**config.mk**
```make
export PLATFORM = sky130hd
export DESIGN_NAME = thd_ctrl
export DESIGN_NICKNAME = d
export VERILOG_FILES = /design/src/sv/thd_pkg.sv /design/src/sv/thd_ctrl.sv
export VERILOG_INCLUDE_DIRS = /design/src /design/src/sv
export SDC_FILE = /design/constraint.sdc
export NUM_CORES = 1
export LEC_CHECK = 0
export BUFFER_PORTS_ARGS = -buffer_cell sky130_fd_sc_hd__buf_2
export CORE_AREA = 2 2 39 41
export DETAILED_ROUTE_END_ITERATION = 7
export DIE_AREA = 0 0 41 43
export PLACE_DENSITY = 0.63
export SYNTH_ARGS = -nofsm -noshare
export SYNTH_HDL_FRONTEND = slang
export SYNTH_SLANG_ARGS = --single-unit
export TNS_END_PERCENT = 20
```
**constraint.sdc**
```tcl
create_clock -name clock -period 2.6 [get_ports clock]
set_input_delay 0.26 -clock clock [delete_from_list [all_inputs] [get_ports clock]]
set_output_delay 0.26 -clock clock [all_outputs]
set_load 0.05 [all_outputs]
```
**src/sv/assert_macros.svh**
```systemverilog
// Assertion helpers used by the decoder sequencer (thd_ctrl).
`ifndef ASSERT_MACROS_SVH
`define ASSERT_MACROS_SVH

// Check that the consequent holds in the cycle after the antecedent.
`define THD_ASSERT_NEXT(label, clk, rst, ante, cons) \
   label: assert property (@(posedge clk) disable iff (rst) (ante) |=> (cons)) \
      else $error("decoder check failed: next-cycle property");

// Check that the consequent holds in the same cycle as the antecedent.
`define THD_ASSERT_NOW(label, clk, rst, ante, cons) \
   label: assert property (@(posedge clk) disable iff (rst) (ante) |-> (cons)) \
      else $error("decoder check failed: same-cycle property");

`endif

```
**src/sv/thd_pkg.sv**
```systemverilog
// ----------------------------------------------------------------------------
// thd_pkg
// Shared sizes, codes and controller/datapath signal groups of the decoder.
// ----------------------------------------------------------------------------
`default_nettype none

package thd_pkg;

   localparam int SYMBOL_DEPTH = 256;
   localparam int INDEX_DEPTH  = 64;
   localparam int MAX_STEPS    = 32;

   localparam int SYM_AW    = $clog2(SYMBOL_DEPTH);
   localparam int IDX_AW    = $clog2(INDEX_DEPTH);
   localparam int STEP_W    = $clog2(MAX_STEPS);
   // running length bound: max_code_len plus one 4-bit step per iteration
   localparam int BOUND_MAX = 31 + 15 * MAX_STEPS;
   localparam int BOUND_W   = $clog2(BOUND_MAX + 1);

   localparam int MAX_LEN_RESET = 16;

   typedef enum logic [1:0] {
      FUNC_WR_SYM = 2'd0,
      FUNC_WR_IDX = 2'd1,
      FUNC_DECODE = 2'd2
   } func_type;

   typedef struct packed {
      logic req_ready;
      logic sym_we;
      logic idx_we;
      logic load_win;
      logic count;
      logic idx_rd;
      logic sym_rd_ent;
      logic latch_sym;
      logic step_adv;
      logic latch_base;
      logic sym_rd_fin;
      logic out_ok;
      logic out_err;
   } cmd_type;

   typedef struct packed {
      logic [1:0] func;
      logic       scan_full;
      logic       at_oob;
      logic       base_oob;
      logic       pre_gt;
      logic       off_under;
      logic       steps_last;
      logic       out_busy;
   } status_type;

endpackage

`default_nettype wire

```
**src/sv/thd_ctrl.sv**
```systemverilog
// ----------------------------------------------------------------------------
// thd_ctrl
// Decoder sequencer: accepts transactions and walks the index/symbol steps.
// ----------------------------------------------------------------------------
`default_nettype none
`include "assert_macros.svh"

module thd_ctrl (
   input  wire logic                clock,
   input  wire logic                reset,
   input  wire logic                req_valid,
   input  wire thd_pkg::status_type st,
   output thd_pkg::cmd_type         cmd
);

   typedef enum logic [3:0] {
      ST_IDLE,
      ST_COUNT,
      ST_IDX,
      ST_ENT,
      ST_SYM,
      ST_CMP,
      ST_FIN,
      ST_DONE,
      ST_ERR
   } state_type;

   state_type state_ff;
   state_type state_in;

   always_comb begin
      cmd      = '0;
      state_in = state_ff;
      unique case (state_ff)
         ST_IDLE: begin
            cmd.req_ready = 1'b1;
            if (req_valid) begin
               unique case (st.func)
                  thd_pkg::FUNC_WR_SYM: cmd.sym_we = 1'b1;
                  thd_pkg::FUNC_WR_IDX: cmd.idx_we = 1'b1;
                  thd_pkg::FUNC_DECODE: begin
                     cmd.load_win = 1'b1;
                     state_in     = ST_COUNT;
                  end
                  default: ;
               endcase
            end
         end
         ST_COUNT: begin
            cmd.count = 1'b1;
            if (!st.scan_full) begin
               state_in = ST_IDX;
            end
         end
         ST_IDX: begin
            if (st.at_oob) begin
               state_in = ST_ERR;
            end else begin
               cmd.idx_rd = 1'b1;
               state_in   = ST_ENT;
            end
         end
         ST_ENT: begin
            if (st.base_oob) begin
               state_in = ST_ERR;
            end else begin
               cmd.sym_rd_ent = 1'b1;
               state_in       = ST_SYM;
            end
         end
         ST_SYM: begin
            cmd.latch_sym = 1'b1;
            state_in      = ST_CMP;
         end
         ST_CMP: begin
            if (st.pre_gt) begin
               if (st.steps_last) begin
                  state_in = ST_ERR;
               end else begin
                  cmd.step_adv = 1'b1;
                  state_in     = ST_IDX;
               end
            end else if (st.off_under) begin
               state_in = ST_ERR;
            end else begin
               cmd.latch_base = 1'b1;
               state_in       = ST_FIN;
            end
         end
         ST_FIN: begin
            cmd.sym_rd_fin = 1'b1;
            state_in       = ST_DONE;
         end
         ST_DONE: begin
            if (!st.out_busy) begin
               cmd.out_ok = 1'b1;
               state_in   = ST_IDLE;
            end
         end
         ST_ERR: begin
            if (!st.out_busy) begin
               cmd.out_err = 1'b1;
               state_in    = ST_IDLE;
            end
         end
         default: state_in = ST_IDLE;
      endcase
   end

   always_ff @(posedge clock) begin
      if (reset) begin
         state_ff <= ST_IDLE;
      end else begin
         state_ff <= state_in;
      end
   end

   `THD_ASSERT_NEXT(a_decode_starts, clock, reset, state_ff == ST_IDLE && req_valid && st.func == thd_pkg::FUNC_DECODE, state_ff == ST_COUNT)
   `THD_ASSERT_NEXT(a_result_returns, clock, reset, (state_ff == ST_DONE || state_ff == ST_ERR) && !st.out_busy, state_ff == ST_IDLE)
   `THD_ASSERT_NEXT(a_step_limit, clock, reset, state_ff == ST_CMP && st.pre_gt && st.steps_last, state_ff == ST_ERR)
   `THD_ASSERT_NOW(a_fin_after_cmp, clock, reset, state_ff == ST_FIN, $past(state_ff) == ST_CMP)

endmodule

`default_nettype wire

```
Word-level counts from Yosys, hierarchy flattened
Cells that the tools add are included.
Cells by class
  eq/ne operators: 14
  multiplexer cells: 30
  reduce and logical (&&, ||, !) cells: 4
Operators with widths (number)
  $mux 4: 10
  $pmux 4 s8: 1
  $mux 1: 17
  $eq 4x3->1 const B: 4
  $eq 4x2->1 const B: 2
  $ne 2x2->1 const B: 3
  $eq 4x1->1 const B: 1
  $eq 4x4->1 const B: 1
  $logic_not 4->1: 1
  $reduce_and 4->1: 1
  $mux 3: 1
  $eq 2x1->1 const B: 1
  $eq 2x2->1 const B: 1
  $logic_not 2->1: 1
  $mux 2: 1
  $ne 2x1->1 const B: 1
  $reduce_or 2->1: 1
Word-level totals
  register bits: 4
  logic and storage cells: 49

Depth between registers and ports, before layout
Gate-level depths: netlist of run 1.
  word-level depth: 4
  gate-level depth with buffers: 5
  mapped depth without buffers: 4

Least setup slack after synthesis of run 1
Ideal clock, no wire load.
  path type: register to output
  start point: register state_ff[3]
  end point: output cmd[10] (netlist name)
  arrival time: 2643 ps
  data required time: 2340 ps
  setup slack: -303 ps
  stages on the path, launching flop included: 5
  cell sequence: dfxtp_1 > or2_4 > nor3_2 > nand2_1 > nor3b_1
RTL lines
  start: declaration: line thd_ctrl.sv:28  | state_type state_ff;
  start signal: assignment: line thd_ctrl.sv:114  | state_ff <= state_in;
  end: declaration: line thd_ctrl.sv:13  | output thd_pkg::cmd_type cmd

==> results of run 1 <==
-- layout by cell type, fill, tap and decap left out, drive strengths merged, types with 2 or more instances in the layout --
master / netlist / layout
o41ai: 2 / 2
nor3: 8 / 8
buf: 2 / 24
nor2b: 2 / 2
nor2: 5 / 5
nand2b: 3 / 3
o21ai: 2 / 2
inv: 3 / 3
nand2: 4 / 4
dfxtp: 4 / 4
nor3b: 2 / 2
nor4: 2 / 2
clkbuf: 0 / 3
-- worst max-delay path, cell delays in order, from the launching register on --
cell	delay, ps
dfxtp_1	370
or2_4	300
nor3_2	160
nand2_1	110
nor3b_2	170
buf_2	270
-- power by group through the flow --
stage	clock network, mW	logic [mW]	registers (mW)
6_report	0.0733	0.131	0.0844
5_1_grt	0.0841	0.142	0.0858
4_1_cts	0.0788	0.132	0.0839
3_5_place_dp	0	0.132	0.0849
3_3_place_gp	0	0.131	0.0846
2_1_floorplan	0	0.111	0.0718
-- final cells by class --
type,instances,area (um2),share of cell area (%)
multi-input cells,45,312,55.1
repair buffers,24,120,21.2
flip-flops and latches,4,80.1,14.2
clock buffers,3,22.5,3.98
well taps,16,20.0,3.54
inverters,3,11.3,1.99
-- through the flow --
| step | setup WS, ps | TNS (ps) | power [mW] |
|---|---|---|---|
| after floorplan | -208 | -405 | 0.182 |
| after global placement | 989 | 0 | 0.215 |
| after detailed placement | 980 | 0 | 0.217 |
| after CTS | 717 | 0 | 0.295 |
| after global routing | 590 | 0 | 0.312 |
| final | 728 | 0 | 0.288 |
-- logic make-up (layout without fill, tap and decap cells) --
kind of cell	after synthesis	in the layout	synth area share, %
mux	2	2	5.21
buf+inv	5	30	5.21
simple gates	32	32	47.5
compound gates	11	11	22.4
flops	4	4	19.6
-- worst paths after layout --
kind / start / endpoint / slack, ps / depth (start not counted)
setup / recovery: state_ff[3] / cmd[10] / 730 / 5
hold / removal: reset / state_ff[2] / 270 / 2
setup reg to reg: state_ff[1] / state_ff[0] / 1020 / 4
hold reg to reg: state_ff[3] / state_ff[1] / 630 / 1
-- layer usage --
layer | share of wire (%) | track usage [%]
met3 | 5.8 | 3.14
met2 | 45 | 19.7
met1 | 49 | 18.9
met5 | 0 | 0
met4 | 0 | 6.00
==> flow_metrics.tcl, run 1 <==
set metrics [dict create \
    status "completed" \
    die_w_um 41 \
    required_ps 2340 \
    antenna_found_initial 0 \
    cts.path.max_buffers 2 \
    power_frac_comb_pct 45.3 \
    yosysWarningCount 0 \
    clkTransAtPathRegs_ps 30 \
    drv_cap 0 \
    place_inst 92 \
    finalNonFillerCells 95 \
    hold_path_class "in2reg" \
    cp-start-kind "flip-flop" \
    fp.dieArea_mm2 0.00176 \
    io_pins 25 \
    internal_power_mw 0.161 \
    hpwlAfterDp_um 838 \
    syn_avg_cell_area_um2 7.55 \
    switchingPower_mw 0.127 \
    die_y_um 43 \
    period_minus_slack_ps 1870 \
    end_kind "primary output" \
    synth_top_area_share_pct 19.6 \
    postRouteAntennaNets 0 \
    slew_violations 0 \
    htreeDepth 1 \
    pwr_density_cell_mw_per_mm2 510 \
    n_fill_cell 153 \
    cts_buffers 3 \
    wl_per_cell_um 10.9 \
    drt_pass1_iterations 4 \
    p_clk_share_pct 25.4 \
    numPortBuffers 24 \
    worstSkewPairLatency_ps 230 \
    post_cts_resized 0 \
    grt_pass1_vias 427 \
    rsz0062_at_grt "false" \
    pwr-share-seq_pct 29.3 \
    ys.flop_type "dfxtp_1" \
    cts_hold_buf 0 \
    cts_tree "built" \
    nNetsFinal 93 \
    finalHoldViolCount 0 \
    worstSetupPathType "reg2out" \
    syn2layout_area_growth_pct 38.7 \
    drc 0 \
    switching_share_pct 44.0 \
    grt_first_pass_wirelength_mm 1.69 \
    postPlaceCellArea_um2 543 \
    vdd_drop_max_v 0.000226 \
    syn_area_um2 408 \
    synth-edff-count 0 \
    synth_cell_types 30 \
    maxSlewHeadroom_pct 71.2 \
    setup_viol 0 \
    root_buffer "clkbuf_4" \
    postSynthCellCount 54 \
    cts.sink_count 4 \
    routed_wl_mm 1.04 \
    overflow 0 \
    synth_seq_cells 4 \
    antenna_cells 0 \
    synth_area_leaders "dfxtp_1 (20%), nor3_1 (8.6%), nand2b_1 (4.6%)" \
    rows 14 \
    initial_core_util_pct 29.5 \
    core_mm2 0.00138 \
    design_area_um2 566 \
    drt_iter0_markers 15 \
    final_core_util_pct 40.9 \
    via_per_inst 5.14 \
    async_reset_ff_share_pct 0 \
    worst_ep_arrival_time_ps 1610 \
    yosysMostFrequentCell "nor3_1" \
    grt_max_degree 15 \
    cts_setup_buffers 0 \
    seq_area_frac_synth_pct 19.6 \
    regMostFlops "state_ff" \
    fmax_mhz 534 \
    largest_reg_flops 4 \
    reg_top3 "state_ff (4)" \
    whs_ps 267 \
    fin_skew_ps 0.445 \
    layout-drive-gt1-share_pct 41.8 \
    yosys-top-cells-count "nor3_1 (7), nor2_1 (5), dfxtp_1 (4), nand2_1 (4)" \
    cp_max_fo 9 \
    synth_nets 66 \
    routabilityCongestion 0.733 \
    period_share_pct 72.0 \
    vias 488 \
    track_usage_pct 13.7 \
    worst_pin_slew_ps 426 \
    power_leakage_nw 0.253 \
    yosys.area.top_type "dfxtp_1" \
]
Note: power is estimated with default switching activity, not from simulation.
==> inputs of run 2 (changes only) <==
- clock period: 2.6 -> 1.8 ns (I/O delays scaled with it)
==> run 2 against run 1 <==
Effect of this change:
- sequential cell count did not move
- core utilization grew 3.3 points
- setup slack worse by 630 ps
- combinational power increased by 53%
- clock skew rose by 2.0 ps
- first-iteration DRC count fell by 13%
- global-route usage is 1.1 points lower
- critical path type unchanged
- total power is 51% higher
- die area stayed put
- clock power is 50% higher
- final area increased by 8.2%
==> flow_metrics.tcl, run 2 (synthesized netlist as in run 1, its figures left out) <==
set metrics [dict create \
    cts.path.max_buffers 2 \
    pwr_density_cell_mw_per_mm2 712 \
    cts.sink_count 4 \
    final_core_util_pct 44.2 \
    finalHoldViolCount 0 \
    layout-drive-gt1-share_pct 51.2 \
    fp.dieArea_mm2 0.00176 \
    worst_ep_arrival_time_ps 1520 \
    vias 496 \
    hpwlAfterDp_um 882 \
    postPlaceCellArea_um2 567 \
    worstSkewPairLatency_ps 230 \
    antenna_found_initial 0 \
    crit_path_top_delay_cell "dfxtp_2" \
    worstSetupPathType "reg2out" \
    routabilityCongestion 0.755 \
    power_leakage_nw 0.269 \
    worst_pin_slew_ps 457 \
    rrSetupSlack_ps 260 \
    period_minus_slack_ps 1700 \
    postRouteAntennaNets 0 \
    drt_pass1_iterations 4 \
    place_inst 93 \
    reg2reg_from "state_ff[0]" \
    numPortBuffers 24 \
    cts_hold_buf 0 \
    setup_viol 0 \
    largest_reg_flops 4 \
    design_area_um2 612 \
    io_pins 25 \
    rows 14 \
    syn2layout_area_growth_pct 50.0 \
    cpPeakStageDelay_ps 350 \
    min_from "reset" \
    r2r-end "state_ff[0]" \
    die_w_um 41 \
    grt_max_degree 13 \
    drt_iter0_markers 13 \
    status "completed" \
    wl_per_cell_um 11.5 \
    cts_buffers 3 \
    track_usage_pct 12.7 \
    required_ps 1620 \
    cts_tree "built" \
    fin_skew_ps 2.49 \
    layout_common_cells "buf_2 (23), nor3_1 (6), nor2_1 (5)" \
    cp_max_fo 9 \
    regMostFlops "state_ff" \
    overflow 0 \
    htreeDepth 1 \
    finalSetupTns_ps 0 \
    drv_cap 0 \
    via_per_inst 5.17 \
    hold_path_class "in2reg" \
    core_mm2 0.00138 \
    grt_first_pass_wirelength_mm 1.54 \
    die_y_um 43 \
    routed_wl_mm 1.11 \
    grt_pass1_vias 401 \
    holdPathEnd "state_ff[2]" \
    fmax_mhz 588 \
    drc 0 \
    nNetsFinal 94 \
    hold_depth 2 \
    maxSlewHeadroom_pct 69.5 \
    end_kind "primary output" \
    root_buffer "clkbuf_4" \
    initial_core_util_pct 29.5 \
    finalNonFillerCells 96 \
    cp-start-kind "flip-flop" \
    reg_top3 "state_ff (4)" \
    slew_violations 0 \
    antenna_cells 0 \
    crit_chain "or2_4 > nor3_4 > nand2_1 > nor3b_2 > buf_6" \
    clkTransAtPathRegs_ps 40 \
    period_share_pct 94.5 \
    vdd_drop_max_v 0.000298 \
    rsz0062_at_grt "true" \
    reg2reg_depth 4 \
    final_common_cell "buf_2" \
]
## run 2: final cells by class
class	instances	area, um2
fillers	136	772
inverters	3	11.3
flip-flops and latches	4	83.8
clock buffers	3	22.5
multi-input cells	45	340
repair buffers	25	134
well taps	16	20.0
## run 2: worst max path at each step
stage,start,to,slack [ps],cells past startpoint
floorplan,state_ff[3],cmd[10],-590,4
detailed placement,state_ff[3],cmd[10],220,5
finish,state_ff[3],cmd[10],100,5
CTS,state_ff[3],cmd[10],8,5
global route,state_ff[0],cmd[0],7,3
global placement,state_ff[3],cmd[10],230,5
## run 2: worst max-delay path: cells and delay by family, from the launching register on
family	cells	cell delay [ps]
and+or+nand+nor	4	760
buffers and inverters	1	180
DFF	1	350
## run 2: where the power goes
group	internal (mW)	leakage [nW]	switching, mW
Clock	0.0745	0.0138	0.0351
Combinational	0.0713	0.222	0.130
Sequential	0.0976	0.0339	0.0271
Total	0.243	0.269	0.192
## run 2: layer usage
metal | GRT usage [%] | vias up | wire (um)
li1 | - | 261 | -
met1 | 17.4 | 219 | 532
met2 | 16.9 | 16 | 511
met3 | 2.09 | 0 | 64
met4 | 9.33 | 0 | 0
met5 | 0 | - | 0
## run 2: timing repair
item	CTS	global route
pin swaps	0	0
setup endpoints to repair	1	4
setup buffers	0	0
gates cloned	0	0
resized for setup	1	6
## run 2: through the flow
| stage | power [mW] | hold WS, ps | setup WS (ps) |
|---|---|---|---|
| after CTS | 0.433 | 170 | 8.49 |
| after global routing | 0.470 | 166 | 6.91 |
| after floorplan | 0.267 | 252 | -588 |
| after global placement | 0.313 | 418 | 226 |
| final | 0.436 | 171 | 98.9 |
| after detailed placement | 0.316 | 425 | 219 |
==> inputs of run 3 (changes only) <==
- GPL_TIMING_DRIVEN: default -> 0
==> run 3 against run 2 <==
Effect of this change:
- worst hold slack gained 19 ps
- cell count grew 1.0%
- sequential share of layout area shrank 0.59 points
- sequential power shrank 15%
- combinational power grew 12%
- register-to-register slack is essentially flat
- via count grew 4.4%
==> flow_metrics.tcl, run 3 (synthesized netlist as in run 1, its figures left out) <==
set metrics [dict create \
    power_leakage_nw 0.273 \
    cts.path.max_buffers 2 \
    routed_wl_mm 1.11 \
    slew_violations 0 \
    end_kind "primary output" \
    reg2reg_from "state_ff[0]" \
    setup_viol 0 \
    overflow 0 \
    final_common_cell "buf_2" \
    drv_cap 0 \
    cp_max_fo 9 \
    fin_skew_ps 1.21 \
    postPlaceCellArea_um2 569 \
    p_clk_share_pct 24.3 \
    cts_buffers 3 \
    setup_slack_ps 91.9 \
    fp.dieArea_mm2 0.00176 \
    period_minus_slack_ps 1710 \
    min_from "reset" \
    status "completed" \
    pwr-share-seq_pct 24.2 \
    worstSetupPathType "reg2out" \
    layout-drive-gt1-share_pct 48.1 \
    worst_ep_arrival_time_ps 1530 \
    design_area_um2 611 \
    die_w_um 41 \
    syn2layout_area_growth_pct 49.7 \
    fmax_mhz 585 \
    rows 14 \
    grt_first_pass_wirelength_mm 1.57 \
    clkTransAtPathRegs_ps 40 \
    cts_setup_buffers 0 \
    grt_pass1_vias 425 \
    cts.sink_count 4 \
    worst_pin_slew_ps 342 \
    track_usage_pct 12.9 \
    rsz0062_at_grt "true" \
    hpwlAfterDp_um 890 \
    initial_core_util_pct 29.5 \
    vdd_drop_max_v 0.000308 \
    vias 518 \
    crit_path_top_delay_cell "dfxtp_1" \
    wl_per_cell_um 11.4 \
    largest_reg_flops 4 \
    crit_chain "or2_4 > nor3_4 > nand2_1 > nor3b_2 > buf_6" \
    hold_path_class "in2reg" \
    nNetsFinal 95 \
    rrSetupSlack_ps 260 \
    antenna_cells 0 \
    internal_power_mw 0.246 \
    period_share_pct 94.9 \
    io_pins 25 \
    power_frac_comb_pct 51.5 \
    numPortBuffers 24 \
    cpPeakStageDelay_ps 360 \
    routabilityCongestion 0.707 \
    die_y_um 43 \
    core_mm2 0.00138 \
    required_ps 1620 \
    reg_top3 "state_ff (4)" \
    post-place-ws_ps 248 \
    finalHoldViolCount 0 \
    antenna_found_initial 0 \
    maxSlewHeadroom_pct 76.6 \
    switching_share_pct 43.6 \
    regMostFlops "state_ff" \
    cp-start-kind "flip-flop" \
    worstSkewPairLatency_ps 230 \
    layout_common_cells "buf_2 (25), nor3_1 (6), nor2_1 (5)" \
    cts_hold_buf 0 \
    grt_max_degree 11 \
    switchingPower_mw 0.191 \
    postRouteAntennaNets 0 \
    via_per_inst 5.34 \
    drt_pass1_iterations 4 \
    drc 0 \
    pwr_density_cell_mw_per_mm2 716 \
    setup.worst_path.start "state_ff[3]" \
    final_core_util_pct 44.1 \
    total_power_mw 0.437 \
    drt_iter0_markers 10 \
    htreeDepth 1 \
    root_buffer "clkbuf_4" \
    cts_tree "built" \
]
-- run 3: cell count changes in the layout (fill, tap and decap cells not counted) --
cell     delta
dfxtp_1     +3
buf_2       +2
dfxtp_2     -3
buf_4       -1
-- run 3: power groups by stage --
stage                     sequential [mW]  clock (mW)  combinational [mW]
after floorplan                     0.104           0               0.163
after global routing                0.106       0.113               0.241
after CTS                           0.104       0.114               0.218
after detailed placement            0.105           0               0.217
final                               0.106       0.106               0.225
after global placement              0.105           0               0.216
-- run 3: final timing paths --
path / cells after the start / end
max: 5 / cmd[10]
min: 2 / state_ff[2]
max reg2reg: 5 / state_ff[0]
min reg2reg: 1 / state_ff[1]
-- run 3: timing repair --
item	CTS	global route
setup endpoints to repair	1	3
hold endpoints to repair	0	0
resized for setup	1	3
-- run 3: critical path: cells and delay by family, from the launching register on --
kind,cells,cell delay (ps)
flops,1,360
simple gates,4,750
buf+inv,1,180
-- run 3: area by class of cell --
type | count | area (um2)
sequential | 4 | 80.1
clock buffer | 3 | 22.5
timing repair buffer | 24 | 126
multi-input combinational | 45 | 340
buffer | 2 | 10.0
fill | 161 | 773
tap | 16 | 20.0
inverter | 3 | 11.3
-- run 3: layer usage --
| metal | GRT usage, % | vias to the layer above | routed length, um | part of all wire [%] |
|---|---|---|---|---|
| met1 | 14.5 | 237 | 462 | 42 |
| li1 | - | 263 | - | - |
| met2 | 20.3 | 18 | 569 | 51 |
| met4 | 9.33 | 0 | 0 | 0 |
| met5 | 0 | - | 0 | 0 |
| met3 | 2.09 | 0 | 79 | 7.1 |
-- run 3: metrics by stage --
| stage | setup TNS, ps | hold slack, ps | std cells |
|---|---|---|---|
| 4_1_cts | 0 | 181 | 97 |
| 6_report | 0 | 189 | 97 |
| 3_3_place_gp | 0 | 425 | 94 |
| 2_1_floorplan | -2270 | 252 | 54 |
| 5_1_grt | -4.87 | 203 | 97 |
| 3_5_place_dp | 0 | 430 | 94 |
